===== src/rtl/core/xxh32_pkg.sv =====
`timescale 1ns / 1ps
`default_nettype none
// ----------------------------------------------------------------------------
// xxh32_pkg
// Shared constants, job record and helpers for the streaming xxHash32 block.
// ----------------------------------------------------------------------------
package xxh32_pkg;

	localparam logic [31:0] P1 = 32'h9E3779B1;
	localparam logic [31:0] P2 = 32'h85EBCA77;
	localparam logic [31:0] P3 = 32'hC2B2AE3D;
	localparam logic [31:0] P4 = 32'h27D4EB2F;
	localparam logic [31:0] P5 = 32'h165667B1;

	localparam int NUM_LANES  = 4;
	localparam int PEND_DEPTH = 3;
	localparam int JOBQ_DEPTH = 2;

	localparam logic [2:0] FULL_BYTES = 3'd4;
	localparam logic [1:0] PEND_FULL  = 2'd3;

	localparam logic [4:0] ROT_LANE  = 5'd13;
	localparam logic [4:0] ROT_WORD  = 5'd17;
	localparam logic [4:0] ROT_BYTE  = 5'd11;
	localparam logic [4:0] ROT_M0    = 5'd1;
	localparam logic [4:0] ROT_M1    = 5'd7;
	localparam logic [4:0] ROT_M2    = 5'd12;
	localparam logic [4:0] ROT_M3    = 5'd18;

	// One finished message handed from the front to the back.
	// tbc is zero when the last word closed a stripe.
	typedef struct packed {
		logic [NUM_LANES-1:0][31:0]  lanes;
		logic                        stripe;
		logic [31:0]                 len;
		logic [PEND_DEPTH-1:0][31:0] pend;
		logic [1:0]                  cnt;
		logic [31:0]                 tail;
		logic [2:0]                  tbc;
	} job_t;

	typedef struct packed {
		logic full;
		logic empty;
	} q_stat_t;

	function automatic logic [31:0] rotl32(input logic [31:0] x, input logic [4:0] r);
		return (x << r) | (x >> (6'd32 - {1'b0, r}));
	endfunction

endpackage
`default_nettype wire


===== src/rtl/core/xxh32_back.sv =====
`timescale 1ns / 1ps
`default_nettype none
// ----------------------------------------------------------------------------
// xxh32_back
// Finalizes one queued message on a single shared multiplier: lane merge,
// leftover words and bytes, avalanche, then the output register.
// ----------------------------------------------------------------------------
module xxh32_back import xxh32_pkg::*; (
	input  wire logic    clk,
	input  wire logic    arst_n,
	input  wire q_stat_t q_stat,
	input  wire job_t    head,
	output logic         pop,
	output logic         out_valid,
	input  wire logic    out_stall,
	output logic [31:0]  hash_value
);

	typedef enum logic [5:0] {
		B_IDLE = 6'b000001,
		B_ADD  = 6'b000010,
		B_ROT  = 6'b000100,
		B_AV1  = 6'b001000,
		B_AV2  = 6'b010000,
		B_DONE = 6'b100000
	} bstate_t;

	bstate_t     state_q;
	logic [31:0] h_q;
	logic [2:0]  idx_q;
	logic        out_valid_q;
	logic [31:0] hash_q;

	logic [2:0]  n_items;
	logic        in_word;
	logic        is_byte;
	logic [1:0]  byte_sel;
	logic [31:0] word_val;
	logic [31:0] item_val;
	logic [31:0] mul_a;
	logic [31:0] mul_b;
	logic [31:0] prod;
	logic [31:0] h_merge;
	logic [31:0] h_init;
	logic        out_load;

	// Items: held words, then the tail as one word or as single bytes.
	assign n_items  = {1'b0, head.cnt} + ((head.tbc == FULL_BYTES) ? 3'd1 : head.tbc);
	assign in_word  = idx_q < {1'b0, head.cnt};
	assign is_byte  = !in_word && (head.tbc != FULL_BYTES);
	assign byte_sel = 2'(idx_q - {1'b0, head.cnt});
	assign word_val = in_word ? head.pend[idx_q[1:0]] : head.tail;
	assign item_val = is_byte ? {24'b0, head.tail[{byte_sel, 3'b000} +: 8]} : word_val;

	assign h_merge = head.stripe
		? rotl32(head.lanes[0], ROT_M0) + rotl32(head.lanes[1], ROT_M1)
		  + rotl32(head.lanes[2], ROT_M2) + rotl32(head.lanes[3], ROT_M3)
		: head.lanes[2] + P5;
	assign h_init = h_merge + head.len;

	always_comb begin
		unique case (state_q)
			B_ADD: begin
				mul_a = item_val;
				mul_b = is_byte ? P5 : P3;
			end
			B_ROT: begin
				mul_a = is_byte ? rotl32(h_q, ROT_BYTE) : rotl32(h_q, ROT_WORD);
				mul_b = is_byte ? P1 : P4;
			end
			B_AV1: begin
				mul_a = h_q ^ (h_q >> 15);
				mul_b = P2;
			end
			B_AV2: begin
				mul_a = h_q ^ (h_q >> 13);
				mul_b = P3;
			end
			default: begin
				mul_a = h_q;
				mul_b = '0;
			end
		endcase
	end

	assign prod     = mul_a * mul_b;
	assign out_load = (state_q == B_DONE) && (!out_valid_q || !out_stall);
	assign pop      = out_load;

	assign out_valid  = out_valid_q;
	assign hash_value = hash_q;

	always_ff @(posedge clk) begin
		unique case (state_q)
			B_IDLE: begin
				h_q   <= h_init;
				idx_q <= '0;
			end
			B_ADD: begin
				h_q <= h_q + prod;
			end
			B_ROT: begin
				h_q   <= prod;
				idx_q <= idx_q + 1'b1;
			end
			B_AV1, B_AV2: begin
				h_q <= prod;
			end
			default: begin
				h_q <= h_q;
			end
		endcase
		if (out_load) begin
			hash_q <= h_q ^ (h_q >> 16);
		end
	end

	always_ff @(posedge clk or negedge arst_n) begin
		if (!arst_n) begin
			state_q     <= B_IDLE;
			out_valid_q <= 1'b0;
		end else begin
			if (out_load) begin
				out_valid_q <= 1'b1;
			end else if (out_valid_q && !out_stall) begin
				out_valid_q <= 1'b0;
			end
			unique case (state_q)
				B_IDLE: begin
					if (!q_stat.empty) begin
						state_q <= (n_items == '0) ? B_AV1 : B_ADD;
					end
				end
				B_ADD: begin
					state_q <= B_ROT;
				end
				B_ROT: begin
					state_q <= (idx_q + 1'b1 == n_items) ? B_AV1 : B_ADD;
				end
				B_AV1: begin
					state_q <= B_AV2;
				end
				B_AV2: begin
					state_q <= B_DONE;
				end
				B_DONE: begin
					if (out_load) begin
						state_q <= B_IDLE;
					end
				end
				default: begin
					state_q <= B_IDLE;
				end
			endcase
		end
	end

endmodule
`default_nettype wire

===== config.mk =====
export PLATFORM = sky130hd
export DESIGN_NAME = xxh32_back
export DESIGN_NICKNAME = d
export VERILOG_FILES = /design/src/rtl/core/xxh32_pkg.sv /design/src/rtl/core/xxh32_back.sv
export SDC_FILE = /design/constraint.sdc
export NUM_CORES = 2
export LEC_CHECK = 0
export BUFFER_PORTS_ARGS = -buffer_cell sky130_fd_sc_hd__buf_2
export CAP_MARGIN = 20
export CORE_ASPECT_RATIO = 0.8
export CORE_MARGIN = 4
export CORE_UTILIZATION = 55
export CTS_CLUSTER_DIAMETER = 80
export DETAILED_ROUTE_END_ITERATION = 8
export PLACE_DENSITY_LB_ADDON = 0.12
export SETUP_SLACK_MARGIN = 0.1
export SLEW_MARGIN = 20
export SYNTH_ARGS = -nofsm -noshare
export SYNTH_HDL_FRONTEND = slang
export SYNTH_SLANG_ARGS = --single-unit

===== constraint.sdc =====
create_clock -name clk -period 10.36 [get_ports clk]
set_clock_uncertainty 0.15 [all_clocks]
set_input_delay 2.072 -clock clk [delete_from_list [all_inputs] [get_ports clk]]
set_output_delay 2.072 -clock clk [all_outputs]
set_load 0.005 [all_outputs]

==> results.yml <==
outcome:
  status: "finished, violations left"
  violations: "setup timing"
setup_path:
  slowest_stage: "fa_1"
  cp_common_cell: "ha_4"
  timing.critical_path.to: "h_q[31]"
  critPathMaxFanout: 7
  startpoint_type: "primary input"
  crit_type: "primary input to flop"
  critPathCaptureType: "flop"
  crit_start: "head[36]"
  worstPathRequired_ns: 10.31
  ff2ff_setup_slack_ns: -0.63
  r2r_start: "idx_q[1]"
  reg2reg_depth: 39
  cp_data_arrival_time_ns: 12.26
  cpPeakStageDelay_ns: 0.61
  r2r_end: "h_q[31]"
timing:
  hold_violations: 0
  slew-limit-headroom: 0.384
  worst_pin_slew_ns: 0.915
  period_minus_slack_ns: 12.31
  clock.fmax_mhz: 81.3
  setup_ws_ns: -1.95
  setup_tns_ns: -20.17
  rsz0062_at_grt: "true"
  setup_viol: 21
  slew_viol_final: 0
  hold-worst-slack_ns: 0.511
  fin_crit_sh: 1.19
detailed_routing:
  maxUsedRoutingLayer: "met5"
  wl_met1_um: 49700
  first_pass_iters: 7
  drt_iter0_markers: 4188
  avgRoutedWirePerCell_um: 28.8
  viasPerCell: 6.22
  ant_nets: 0
  met2_wirelength_um: 56200
  vias: 30000
  wl_met3_um: 21300
  drc: 0
  wl_um: 139000
placed_design:
  io_buffers: 331
  place.gp.congestion: 1.18
  pre_cts_ws_ns: -2.80
  dp_cells: 4692
  dpl.hpwl_um: 117000
global_routing:
  grt_max_degree: 57
  grt_pass1_wl_um: 197000
  grt_pass1_vias: 31000
  grt-ovfl-total: 0
  grt_util_all_layers: 0.502
  antenna_found_initial: 11
clocking:
  path_clk_slew_ns: 0.08
  tritoncts: "built"
  cts_max_level: 3
  cts_buffers: 9
  postCtsHoldBufs: 0
  clock_latency_ns: 0.38
  numClockSinks: 74
  cts_buffer_depth: 2
  root_buffer: "clkbuf_16"
synth:
  yosys_most_used_dff: "edfxtp_1"
  yosysUniqueCellTypes: 98
  syn-num-nets: 4109
  synth_seq_area_share: 0.0795
  yosys_warnings: 0
  async_reset_ff_frac: 0.0946
  synth_edf_count: 67
  synthCells: 3116
  syn_avg_cell_area_um2: 8.84
  syn_area_um2: 27500
  ys_seq_elements: 74
cells_and_area:
  final_nets: 5124
  nFillCells: 3546
  drive_gt1_frac: 0.350
  syn_to_final_growth_pct: 36.6
  fin_cells: 4819
flow_run:
  cap_viol_max_count: 0
die:
  dieWidth_um: 258
  die_y_um: 208
  core_area_um2: 49600
  start_util: 0.555
  io_pins: 333
  dieArea_um2: 53700
  rows: 73
min_path:
  holdCritPathClass: "flop to flop"
-- metal layers --
layer / vias up / track usage
met4: 4 / 0.299
met3: 635 / 0.203
met2: 2399 / 0.712
met1: 14500 / 0.645
met5: - / 0
li1: 12400 / -
-- per-stage QoR --
stage	utilization	area, µm²
3_5_place_dp	0.714	35400
6_report	0.759	37600
3_3_place_gp	0.714	35400
4_1_cts	0.749	37100
2_1_floorplan	-	28100
5_1_grt	0.759	37600
-- placed cells by master, fill, tap and decap left out, types with 23 or more instances in the layout --
cell type    n
buf_4      754
inv_1      477
fa_1       450
buf_2      330
nand2_1    247
nor2_1     209
ha_1       202
a21oi_1    146
xnor2_1    127
o21ai_0     97
xor2_1      83
edfxtp_1    67
a21o_1      57
mux2i_1     39
nor3_1      35
nand3_1     35
nand2b_1    35
a22oi_1     35
and2_1      28
buf_6       27
o211ai_1    25
nor2_2      23
o21ai_1     23
-- critical path: cells and delay by family --
family	cells	cell delay [ns]
and+or+nand+nor	5	1.16
buffers and inverters	9	1.01
muxes	1	0.56
AOI/OAI and AO/OA	13	2.46
adders and majority gates	11	4.69
xor gates and xnor gates	2	0.28
-- timing repair --
| item | in CTS | in global routing |
|---|---|---|
| pin swaps | 117 | 78 |
| resized for setup | 209 | 53 |
| buffers inserted | 90 | 27 |
| setup endpoints to repair | 22 | 21 |
| gates cloned | 1 | 0 |
-- logic make-up after synthesis --
logic type / synth area share
AOI/OAI and AO/OA: 0.159
xor gates and xnor gates: 0.0736
adders and majority gates: 0.443
buffers and inverters: 0.0856
DFF: 0.0795
muxes: 0.0273
and+or+nand+nor: 0.132
-- sequential cells by signal (all words and copies together) (netlist names) --
register / cells
h_q: 32
hash_value: 32
state_q: 6
idx_q: 3
out_valid: 1
-- cells in the mapped netlist (9+ instances only) --
master | count | area [µm²]
nor2b_1 | 20 | 125
a22oi_1 | 36 | 270
and2_1 | 33 | 206
o21ai_0 | 134 | 671
o21a_1 | 23 | 173
a31oi_1 | 15 | 93.8
ha_1 | 225 | 2820
a21oi_1 | 177 | 886
inv_1 | 490 | 1840
nor2_1 | 243 | 912
o31ai_1 | 11 | 82.6
a221oi_1 | 13 | 114
o22ai_1 | 19 | 119
buf_2 | 23 | 115
or2_2 | 24 | 150
mux2i_1 | 39 | 390
nor3_1 | 41 | 205
nand2_1 | 257 | 965
edfxtp_1 | 67 | 2010
fa_1 | 469 | 9390
a221o_1 | 9 | 90.1
clkbuf_1 | 79 | 297
buf_1 | 19 | 71.3
xnor2_1 | 134 | 1170
a21o_1 | 57 | 428
a211oi_1 | 14 | 105
xor2_1 | 85 | 744
nand4_1 | 10 | 62.6
nand2b_1 | 39 | 244
o2bb2ai_1 | 9 | 78.8
o21bai_1 | 26 | 195
mux2_2 | 16 | 180
o211ai_1 | 25 | 188
and3_1 | 15 | 93.8
nand3_1 | 42 | 210
or3_1 | 18 | 113
-- worst min path at each step --
stage | startpoint | endpoint | slack (ns) | cells after the start
after detailed placement | h_q[18] | hash_value[18] | 0.48 | 1
after floorplan | h_q[27] | hash_value[27] | 0.30 | 0
final | h_q[18] | hash_value[18] | 0.51 | 1
after global placement | h_q[18] | hash_value[18] | 0.48 | 1
after CTS | h_q[18] | hash_value[18] | 0.49 | 1
after global routing | h_q[18] | hash_value[18] | 0.52 | 1
-- final cells by class --
type / count / area, µm² / share of cell area
tap: 675 / 845 / 0.0224
clock inverter: 3 / 20.0 / 0.000532
sequential: 74 / 2190 / 0.0582
antenna: 8 / 20.0 / 0.000532
clock buffer: 13 / 283 / 0.00752
inverter: 493 / 1870 / 0.0496
timing repair buffer: 1128 / 7960 / 0.212
multi-input combinational: 2425 / 24400 / 0.650
Power is left out: the tool's default activity adds up to more than one toggle a clock period on the data nets, which glitch-free logic cannot reach.
