===== src/rtl/core/xxh32_pkg.sv =====
`timescale 1ns / 1ps
`default_nettype none
// ----------------------------------------------------------------------------
// xxh32_pkg
// Shared constants, job record and helpers for the streaming xxHash32 block.
// ----------------------------------------------------------------------------
package xxh32_pkg;

	localparam logic [31:0] P1 = 32'h9E3779B1;
	localparam logic [31:0] P2 = 32'h85EBCA77;
	localparam logic [31:0] P3 = 32'hC2B2AE3D;
	localparam logic [31:0] P4 = 32'h27D4EB2F;
	localparam logic [31:0] P5 = 32'h165667B1;

	localparam int NUM_LANES  = 4;
	localparam int PEND_DEPTH = 3;
	localparam int JOBQ_DEPTH = 2;

	localparam logic [2:0] FULL_BYTES = 3'd4;
	localparam logic [1:0] PEND_FULL  = 2'd3;

	localparam logic [4:0] ROT_LANE  = 5'd13;
	localparam logic [4:0] ROT_WORD  = 5'd17;
	localparam logic [4:0] ROT_BYTE  = 5'd11;
	localparam logic [4:0] ROT_M0    = 5'd1;
	localparam logic [4:0] ROT_M1    = 5'd7;
	localparam logic [4:0] ROT_M2    = 5'd12;
	localparam logic [4:0] ROT_M3    = 5'd18;

	// One finished message handed from the front to the back.
	// tbc is zero when the last word closed a stripe.
	typedef struct packed {
		logic [NUM_LANES-1:0][31:0]  lanes;
		logic                        stripe;
		logic [31:0]                 len;
		logic [PEND_DEPTH-1:0][31:0] pend;
		logic [1:0]                  cnt;
		logic [31:0]                 tail;
		logic [2:0]                  tbc;
	} job_t;

	typedef struct packed {
		logic full;
		logic empty;
	} q_stat_t;

	function automatic logic [31:0] rotl32(input logic [31:0] x, input logic [4:0] r);
		return (x << r) | (x >> (6'd32 - {1'b0, r}));
	endfunction

endpackage
`default_nettype wire


===== src/rtl/core/xxh32_jobq.sv =====
`timescale 1ns / 1ps
`default_nettype none
// ----------------------------------------------------------------------------
// xxh32_jobq
// Two-entry queue of finished messages between the stripe front and the
// finalization back.
// ----------------------------------------------------------------------------
module xxh32_jobq import xxh32_pkg::*; (
	input  wire logic clk,
	input  wire logic arst_n,
	input  wire logic push,
	input  wire job_t push_job,
	input  wire logic pop,
	output job_t      head,
	output q_stat_t   stat
);

	localparam int PTR_W = $clog2(JOBQ_DEPTH);

	job_t             mem_q [JOBQ_DEPTH];
	logic [PTR_W-1:0] wr_ptr_q;
	logic [PTR_W-1:0] rd_ptr_q;
	logic [PTR_W:0]   count_q;

	assign stat.full  = (count_q == (PTR_W+1)'(JOBQ_DEPTH));
	assign stat.empty = (count_q == '0);
	assign head       = mem_q[rd_ptr_q];

	always_ff @(posedge clk) begin
		if (push) begin
			mem_q[wr_ptr_q] <= push_job;
		end
	end

	always_ff @(posedge clk or negedge arst_n) begin
		if (!arst_n) begin
			wr_ptr_q <= '0;
			rd_ptr_q <= '0;
			count_q  <= '0;
		end else begin
			if (push) begin
				wr_ptr_q <= (wr_ptr_q == PTR_W'(JOBQ_DEPTH - 1)) ? '0 : wr_ptr_q + 1'b1;
			end
			if (pop) begin
				rd_ptr_q <= (rd_ptr_q == PTR_W'(JOBQ_DEPTH - 1)) ? '0 : rd_ptr_q + 1'b1;
			end
			unique case ({push, pop})
				2'b10:   count_q <= count_q + 1'b1;
				2'b01:   count_q <= count_q - 1'b1;
				default: count_q <= count_q;
			endcase
		end
	end

endmodule
`default_nettype wire


===== config.mk =====
export PLATFORM = sky130hd
export DESIGN_NAME = xxh32_jobq
export DESIGN_NICKNAME = d
export VERILOG_FILES = /design/src/rtl/core/xxh32_pkg.sv /design/src/rtl/core/xxh32_jobq.sv
export SDC_FILE = /design/constraint.sdc
export NUM_CORES = 1
export LEC_CHECK = 0
export BUFFER_PORTS_ARGS = -buffer_cell sky130_fd_sc_hd__buf_2
export CORE_MARGIN = 2
export CORE_UTILIZATION = 35
export DETAILED_ROUTE_END_ITERATION = 8
export MAX_ROUTING_LAYER = met4
export PLACE_DENSITY = 0.69
export SLEW_MARGIN = 15
export SYNTH_ARGS = -nofsm -noshare
export SYNTH_HDL_FRONTEND = slang
export SYNTH_SLANG_ARGS = --single-unit

===== constraint.sdc =====
create_clock -name clk -period 19.6 [get_ports clk]
set_input_delay 3.92 -clock clk [delete_from_list [all_inputs] [get_ports clk]]
set_output_delay 3.92 -clock clk [all_outputs]
set_load 0.01 [all_outputs]

==> results of run 1 <==
cell usage after synthesis:
library cell | count | area share [%]
sky130_fd_sc_hd__buf_6 | 29 | 1.5
sky130_fd_sc_hd__inv_1 | 1 | 0.017
sky130_fd_sc_hd__mux2_1 | 1 | 0.052
sky130_fd_sc_hd__edfxtp_1 | 588 | 82
sky130_fd_sc_hd__dfrtp_1 | 4 | 0.46
sky130_fd_sc_hd__nor2b_1 | 1 | 0.029
sky130_fd_sc_hd__mux2_4 | 20 | 1.4
sky130_fd_sc_hd__xnor2_1 | 2 | 0.081
sky130_fd_sc_hd__mux2_2 | 273 | 14
sky130_fd_sc_hd__buf_2 | 4 | 0.093
sky130_fd_sc_hd__nor2_1 | 3 | 0.052
sky130_fd_sc_hd__xor2_1 | 3 | 0.12
sky130_fd_sc_hd__ha_1 | 1 | 0.058
sky130_fd_sc_hd__and2_1 | 1 | 0.029
worst reg2reg max path: cells and delay by family, from the launching register on:
family                 cells  cell delay [ns]
and+or+nand+nor            1             0.67
DFF                        1             0.43
buffers and inverters      2             1.76
flip-flops by register name, indices dropped and copies added, names as in the netlist:
| name | cells |
|---|---|
| count_q | 2 |
| wr_ptr_q | 1 |
| mem_q | 588 |
| rd_ptr_q | 1 |
stage by stage:
| stage | worst slack, ns | instance area (µm²) |
|---|---|---|
| after CTS | 12.34 | 27200 |
| after global routing | 12.24 | 27300 |
| final | 12.40 | 27300 |
| after global placement | 12.61 | 25300 |
| after detailed placement | 12.50 | 25300 |
| after floorplan | 2.36 | 21600 |
power by group through the flow:
stage	clock network, mW	registers (mW)	logic, mW
6_report	1.14	1.76	1.09
5_1_grt	1.21	1.78	1.17
4_1_cts	1.17	1.76	1.11
3_5_place_dp	0	1.79	1.11
3_3_place_gp	0	1.77	1.10
2_1_floorplan	0	1.85	0.741
layer usage:
metal  GRT usage, %  routed length [µm]  vias to the layer above
met5              -                   0                        -
met4           6.10                1460                        0
met3           4.11                3340                       87
met2           24.9               25000                      396
met1           15.9               17500                     5566
li1               -                   -                     5013
worst min-delay path by stage:
stage | startpoint | to | cells after the start
2_1_floorplan | wr_ptr_q | wr_ptr_q | 1
5_1_grt | count_q[1] | count_q[1] | 1
4_1_cts | count_q[1] | count_q[1] | 1
6_report | count_q[1] | count_q[1] | 1
3_3_place_gp | count_q[1] | count_q[1] | 1
3_5_place_dp | count_q[1] | count_q[1] | 1
cell families (layout without fill, tap and decap cells):
group | after synthesis | after routing | share of synthesized area [%]
other cells | 0 | 13 | 0
flops | 592 | 592 | 82.3
mux | 294 | 294 | 15.7
fa+ha+maj | 1 | 1 | 0.0580
buf+inv | 34 | 710 | 1.62
xor+xnor | 5 | 5 | 0.203
simple gates | 5 | 5 | 0.110
cell type report:
cell class	instances	area [µm²]	area share [%]
sequential	592	17800	65.1
multi-input combinational	305	3480	12.7
timing repair buffer	601	3050	11.2
clock buffer	67	1550	5.68
tap	790	988	3.62
clock inverter	41	419	1.54
antenna	13	32.5	0.119
inverter	1	3.75	0.0138
==> results.md, run 1 <==
- The weighted congestion reported at the end of routability-driven placement is 0.783.
- The later pin in the worst-skew pair is clocked with a latency of 0.60 ns.
- The launching instance or port of the critical path is rd_ptr_q.
- The routed design could run at a clock period as short as 7.20 ns.
- The clock tree root buffer cell is sky130_fd_sc_hd__clkbuf_16.
- The internal power of the cells totals 2.85 mW.
- The largest net degree at the start of global routing is 162.
- The total iterations of the first detailed-routing run is 5.
- The share of cells above drive strength 1 is 61.5%.
- The final-report hold violation count is 0.
- The reported leakage power is 10.2 nW.
- The initial utilization of the core area, before any placement, comes to 35.2%.
- The most common cell after layout, fill and taps aside is sky130_fd_sc_hd__buf_2.
- The total vias in the final route is 11062.
- The achievable clock frequency is 139 MHz.
- Hold timing on the final database bottoms out at a slack of 0.497 ns.
- Once placement completed, the tool counted placed cells totaling 2289.
- The end of the worst register-to-register path is mem_q[0][189].
- Among cell families on the critical path, the largest total delay comes from flip-flops.
- Pin placement for this block handled 594 I/O pins.
- The origin of the critical flop-to-flop path is wr_ptr_q.
- The routed wire length per instance is 19.6 µm.
- The post-synthesis area per instance is 23.2 µm².
- The width of the chip is 252 µm.
- Setup violations remaining at the end of the flow were counted as 0.
- Power spread over the standard cell area amounts to 146 mW/mm².
- The count of placed standard cells in the final layout, fillers left out is 2410.
- The worst setup path is launched from a flop.
- The initial detailed-routing violation count is 618.
- The critical path runs through a total of 3 cells.
- The aggregate global-route resource usage is 14.5%.
- The synthesized flop and latch total is 592.
- For this run the aggregate overflow at the end of global routing stands at 0.
- Sequential cells were found to cover 82.3% of the synthesized design area.
- Summed over all nets, the switching power comes to 1.14 mW.
- On the critical path, the stage with the largest delay is an instance of sky130_fd_sc_hd__dfrtp_4.
- The measured slew at the worst slew-check pin is 1.12 ns.
- The die covers 0.0636 mm².
- The maximum level of the CTS H-tree is 2.
- The final net count is 1860.
- The peak supply drop is 0.0959 mV.
- The run finished with clean final reports.
- In this run the register-to-register setup slack is 16.25 ns.
- The clock passes through at most 3 buffers.
- After detailed routing, the number of vias per cell comes to 4.59.
- Synthesis produced a netlist with a net count of 1230.
- For this run, the number of Yosys warnings is 0.
- The HPWL after detailed placement is 31.4 mm.
- The largest stage delay on the critical path is 1.02 ns.
- The data arrival time of the critical path is 3.28 ns.
- The tool flagged a number of max-cap violations equal to 0.
- Cells fill 44.5% of the core in the end.
- The type of the setup path with the least slack is reg2out.
- Clock-pin slew was measured on the worst setup and hold paths at 0.06 ns.
- The count of buffers added by post-CTS timing repair for setup is 0.
- The worst hold path belongs to the class reg2reg.
- In this run the cell area of the synthesized design comes to 0.0216 mm².
- STA puts the critical path data required time at 15.68 ns.
- Once detail routing completed, the nets flagged for antenna violations numbered 0.
- Traced cell by cell, the critical path runs through buf_12, mux2_2, buf_2.
- The area of the placeable core is 0.0614 mm².
- Between clock sinks in the finished design, the worst skew comes to 0.0130 ns.
- The worst path uses 36.7% of the clock period.
- The number of buffers inserted during clock tree synthesis is 60.
- The switching share of total power is 28.6%.
- Setup total negative slack on the finished layout was measured at 0 ns.
- In this run the worst path has a maximum fanout of 161.
- The number of cells traversed by the worst register-to-register path is 3.
- The relative contribution of combinational cells to total power is 27.3%.
- The number of buffer and inverter instances along the worst setup path is 2.
- The CTS tree is yes.
- The relative max-transition margin is 25.1%.
- In the layout the commonest cells are sky130_fd_sc_hd__buf_2, sky130_fd_sc_hd__edfxtp_1, sky130_fd_sc_hd__mux2_2.
- Hold repair after CTS inserted 0 buffers.
- The via count of the first global-routing pass came to 11527.
- The synthesized netlist contains 14 unique library cells.
- Gates resized during post-CTS repair numbered 0.
- Power comes to 3.99 mW.
- The termination of the worst setup path is head[262].
- Setup repair after global routing left no endpoint under its margin.
- The global-route wire length before repair is 68.2 mm.
- From synthesis to final layout, the design area changed by 26.5%.
- The final number of max-transition violations is 0.
- The cell count after synthesis came out at 931.
- The floorplan has 91 rows.
- The number of remaining DRC errors is 0.
- The die is 252 µm tall.
- The sequential power share is 44.1%.
- The worst setup path is captured at an output pin.
- The share of total power dissipated in the clock network is 28.5%.
- After filler insertion, the fill cell instance count of the layout stands at 5330.
- The number of port buffers is 593.
- The number of antenna violations at the first check in global routing is 15.
- The wire length reported by the detailed router is 47.4 mm.
- The clock net in this run drives a total of 592 sinks.
No activity file was read; power rests on OpenSTA's default activity.
==> run 2: changes to the inputs <==
--- a/config.mk
+++ b/config.mk
@@ -5,12 +5,13 @@
 export SDC_FILE = /design/constraint.sdc
 export NUM_CORES = 1
 export LEC_CHECK = 0
+export ABC_AREA = 1
 export BUFFER_PORTS_ARGS = -buffer_cell sky130_fd_sc_hd__buf_2
 export CORE_MARGIN = 2
 export CORE_UTILIZATION = 35
 export DETAILED_ROUTE_END_ITERATION = 8
 export MAX_ROUTING_LAYER = met4
-export PLACE_DENSITY = 0.69
+export PLACE_DENSITY = 0.71
 export SLEW_MARGIN = 15
 export SYNTH_ARGS = -nofsm -noshare
 export SYNTH_HDL_FRONTEND = slang
==> constraint.sdc (replaced) <==
create_clock -name clk -period 6.45 [get_ports clk]
set_input_delay 1.29 -clock clk [delete_from_list [all_inputs] [get_ports clk]]
set_output_delay 1.29 -clock clk [all_outputs]
set_load 0.01 [all_outputs]
==> results.md, run 2 <==
- The run finished with clean final reports.
- The number of nets still failing antenna checks after routing is 0.
- Counting flops and latches in the post-synthesis netlist gives 592.
- The floorplan has 91 rows.
- The total area inside the core boundary comes to 0.0617 mm².
- The accumulated negative setup slack is 0 ns.
- The via count of the first global-routing pass is 13258.
- The number of fill cells in the layout is 5466.
- In the routed design, unresolved DRC markers number 0.
- The deepest clock path buffer count is 3.
- During I/O placement, the number of pins put on the boundary was 594.
- The number of antenna violations at the first check in global routing is 14.
- For the worst setup path, the data arrival time is 2.70 ns.
- The post-synthesis async set-or-reset flop share is 0.676%.
- The routed wire length per instance is 15.8 µm.
- The number of flip-flops under the largest register name is 588.
- The synthesized instance count is 1559.
- For this run, the number of Yosys warnings is 0.
- The most common cell in the synthesized netlist is sky130_fd_sc_hd__edfxtp_1.
- The post-route netlist has 31.0% of its cells at a drive strength greater than 1.
- Ranked by flip-flop count, first place goes to mem_q.
- For this run, the total global-route usage over all layers was measured as 14.5%.
- The number of maximum-capacitance constraint violations is 0.
- The count of buffers added by post-CTS timing repair for setup is 0.
- Yosys mapped a number of flops with a built-in enable equal to 588.
- The effective utilization at floorplan is 35.4%.
- Detailed routing inserted a total of 13402 vias.
- Setup repair after global routing left no endpoint under its margin.
- The final net count is 2456.
- Clock-pin slew was measured on the worst setup and hold paths at 0.06 ns.
- In the synthesized netlist, the cells that appear most often are sky130_fd_sc_hd__edfxtp_1, sky130_fd_sc_hd__inv_1, sky130_fd_sc_hd__nand2_1.
- For this run the aggregate overflow at the end of global routing stands at 0.
- The CTS tree is yes.
- The final hold slack is 0.496 ns.
- Once the clock tree was built, the resizer swapped 0 gates to a different size.
- The routing usage on met3 is 4.49%.
- In the layout the commonest cells are sky130_fd_sc_hd__buf_2, sky130_fd_sc_hd__edfxtp_1, sky130_fd_sc_hd__inv_1, sky130_fd_sc_hd__nand2_1, sky130_fd_sc_hd__o21ai_0.
- Leaving out fill and tap cells, the most frequent cell in the layout is sky130_fd_sc_hd__buf_2.
- The HPWL after detailed placement is 32.7 mm.
- The path class of the tightest hold or removal check is in2async.
- The post-synthesis sequential area ratio is 81.2%.
- The first global-routing pass estimated 70.1 mm of wire.
- The die is 254 µm wide.
- At the pin with the least slew margin, the transition time is 1.10 ns.
- The most used flip-flop cell after synthesis is sky130_fd_sc_hd__edfxtp_1.
- The final period utilization is 61.8%.
- Summed over all cells, the static leakage comes to 11.6 nW.
- For this design the ratio of total power to cell area is 437 mW/mm².
- The synthesized netlist occupies a cell area of 0.0219 mm².
- Of all cell types, the one taking the most synthesized area is sky130_fd_sc_hd__edfxtp_1.
- Before antenna repair, the detailed router went through 5 iterations.
- The clock tree root buffer cell is sky130_fd_sc_hd__clkbuf_16.
- The worst-case setup slack after placement is 3.18 ns.
- By area the synthesized netlist is led by sky130_fd_sc_hd__edfxtp_1, sky130_fd_sc_hd__o21ai_0, sky130_fd_sc_hd__inv_1, sky130_fd_sc_hd__nand2_1, sky130_fd_sc_hd__o21ai_1.
- For this block, the routed nets add up to 48.3 mm of wire.
- Setup violations remaining at the end of the flow were counted as 0.
- The die boundary height is 254 µm.
- Each instance of the synthesized netlist takes up on average 14.0 µm².
- The achievable clock frequency is 251 MHz.
- The kind of launch point of the worst setup path is a flop.
- At the worst endpoint, the required time is 5.16 ns.
- The multi-input gate area in the final layout is 0.00266 mm².
- The element type at the critical path end is an output pin.
- Setup slack closes at 2.46 ns.
- When the netlist entered floorplanning its net count stood at 1858.
- The post-layout minimum cycle time is 3.99 ns.
- The detail-routed via count per cell is 4.38.
- The number of different library cells in the post-synthesis netlist is 15.
- The cts-stage hold buffer count is 0.
- The met1 usage is 15.4%.
- VDD sags by at most 0.340 mV.
- Of all nets on the critical path, the largest fanout is 232.
- The H-tree was split into 2 levels.
- The final number of max-transition violations is 0.
- The die footprint is 0.0645 mm².
- In this run the tightest slew margin relative to its limit is 26.5%.
- Across the routed clock network, the largest skew measured is 0.0217 ns.
- Buffers inserted during clock tree synthesis total 59.
- Input and output buffers added on the ports amount to 593.
- The initial detailed-routing violation count is 799.
- The largest net degree at the start of global routing is 233.
- The largest registers in the layout are mem_q x588, count_q x2.
- CTS saw 592 sinks.
- met2 is the most crowded layer.
- After synthesis, the largest area contributor takes up 80.7% of total cell area.
- The final-report hold violation count came to 0.
- The flip-flop and latch area is 0.0178 mm².
- The type of the setup path with the least slack is reg2out.
- The global routing met2 resource utilization is 24.6%.
- Clock latency on the worst-skew pair, taken at its later pin, is 0.59 ns.
- Routability-driven placement finished with a final weighted congestion of 0.787.
- Compared with the post-synthesis result, the final layout area differs by 26.4%.
-- run 2: changes by cell type in the layout (fill, tap and decap cells not counted), moves of 4 or more --
cell and change:
sky130_fd_sc_hd__clkinv_1 +5, sky130_fd_sc_hd__mux2_2 -273, sky130_fd_sc_hd__mux2_4 -20, sky130_fd_sc_hd__nand2_1 +299, sky130_fd_sc_hd__inv_1 +298, sky130_fd_sc_hd__o21ai_1 +61
sky130_fd_sc_hd__clkbuf_1 +8, sky130_fd_sc_hd__clkinv_2 -5, sky130_fd_sc_hd__o21ai_0 +233, sky130_fd_sc_hd__buf_12 +4
-- run 2: area by class of cell --
| cell class | instances | share of cell area, % |
|---|---|---|
| sequential | 592 | 64.3 |
| timing repair buffer | 602 | 11.3 |
| multi-input combinational | 602 | 9.64 |
| clock buffer | 75 | 5.71 |
| inverter | 300 | 4.09 |
| tap | 837 | 3.79 |
| clock inverter | 33 | 1.10 |
| antenna | 16 | 0.145 |
-- run 2: path summary, 6_finish.rpt --
path	start	to	slack (ns)	cells past startpoint
worst min-delay path	arst_n	wr_ptr_q	0.50	1
worst max register to register	wr_ptr_q	mem_q[0][162]	4.39	2
worst max-delay path	rd_ptr_q	head[245]	2.46	4
min in group clk	count_q[1]	count_q[1]	0.53	2
max in group asynchronous	arst_n	rd_ptr_q	5.81	1
worst min register to register	count_q[1]	count_q[1]	0.53	2
-- run 2: layer usage --
layer  wire length, µm  vias to the layer above
met3              4170                      106
met4              1860                        0
li1                  -                     6502
met2             24600                      489
met5                 0                        -
met1             17700                     6305
-- run 2: critical path: stages, from the launching register on --
cell	delay (ns)
sky130_fd_sc_hd__dfrtp_4	0.72
sky130_fd_sc_hd__buf_12	0.53
sky130_fd_sc_hd__nand2_1	0.16
sky130_fd_sc_hd__o21ai_0	0.17
sky130_fd_sc_hd__buf_2	0.19
-- run 2: power breakdown --
| group | switching (mW) | internal (mW) |
|---|---|---|
| registers | 0.206 | 5.11 |
| logic | 2.33 | 1.11 |
| clock network | 1.35 | 1.96 |
-- run 2: logic make-up after synthesis --
| group | Yosys count | synth area share [%] |
|---|---|---|
| compound gates | 294 | 6.73 |
| xor+xnor | 3 | 0.120 |
| fa+ha+maj | 1 | 0.0572 |
| buf+inv | 365 | 6.66 |
| flops | 592 | 81.2 |
| simple gates | 304 | 5.24 |
-- run 2: per-stage QoR --
stage | instances | area, µm² | total power [mW] | utilization [%]
finish | 3057 | 27600 | 12.1 | 44.8
global placement | 2933 | 25700 | 8.78 | 41.7
floorplan | 1559 | 21900 | 7.45 | -
global route | 3055 | 27600 | 12.7 | 44.8
detailed placement | 2933 | 25700 | 8.88 | 41.7
CTS | 3041 | 27600 | 12.2 | 44.7
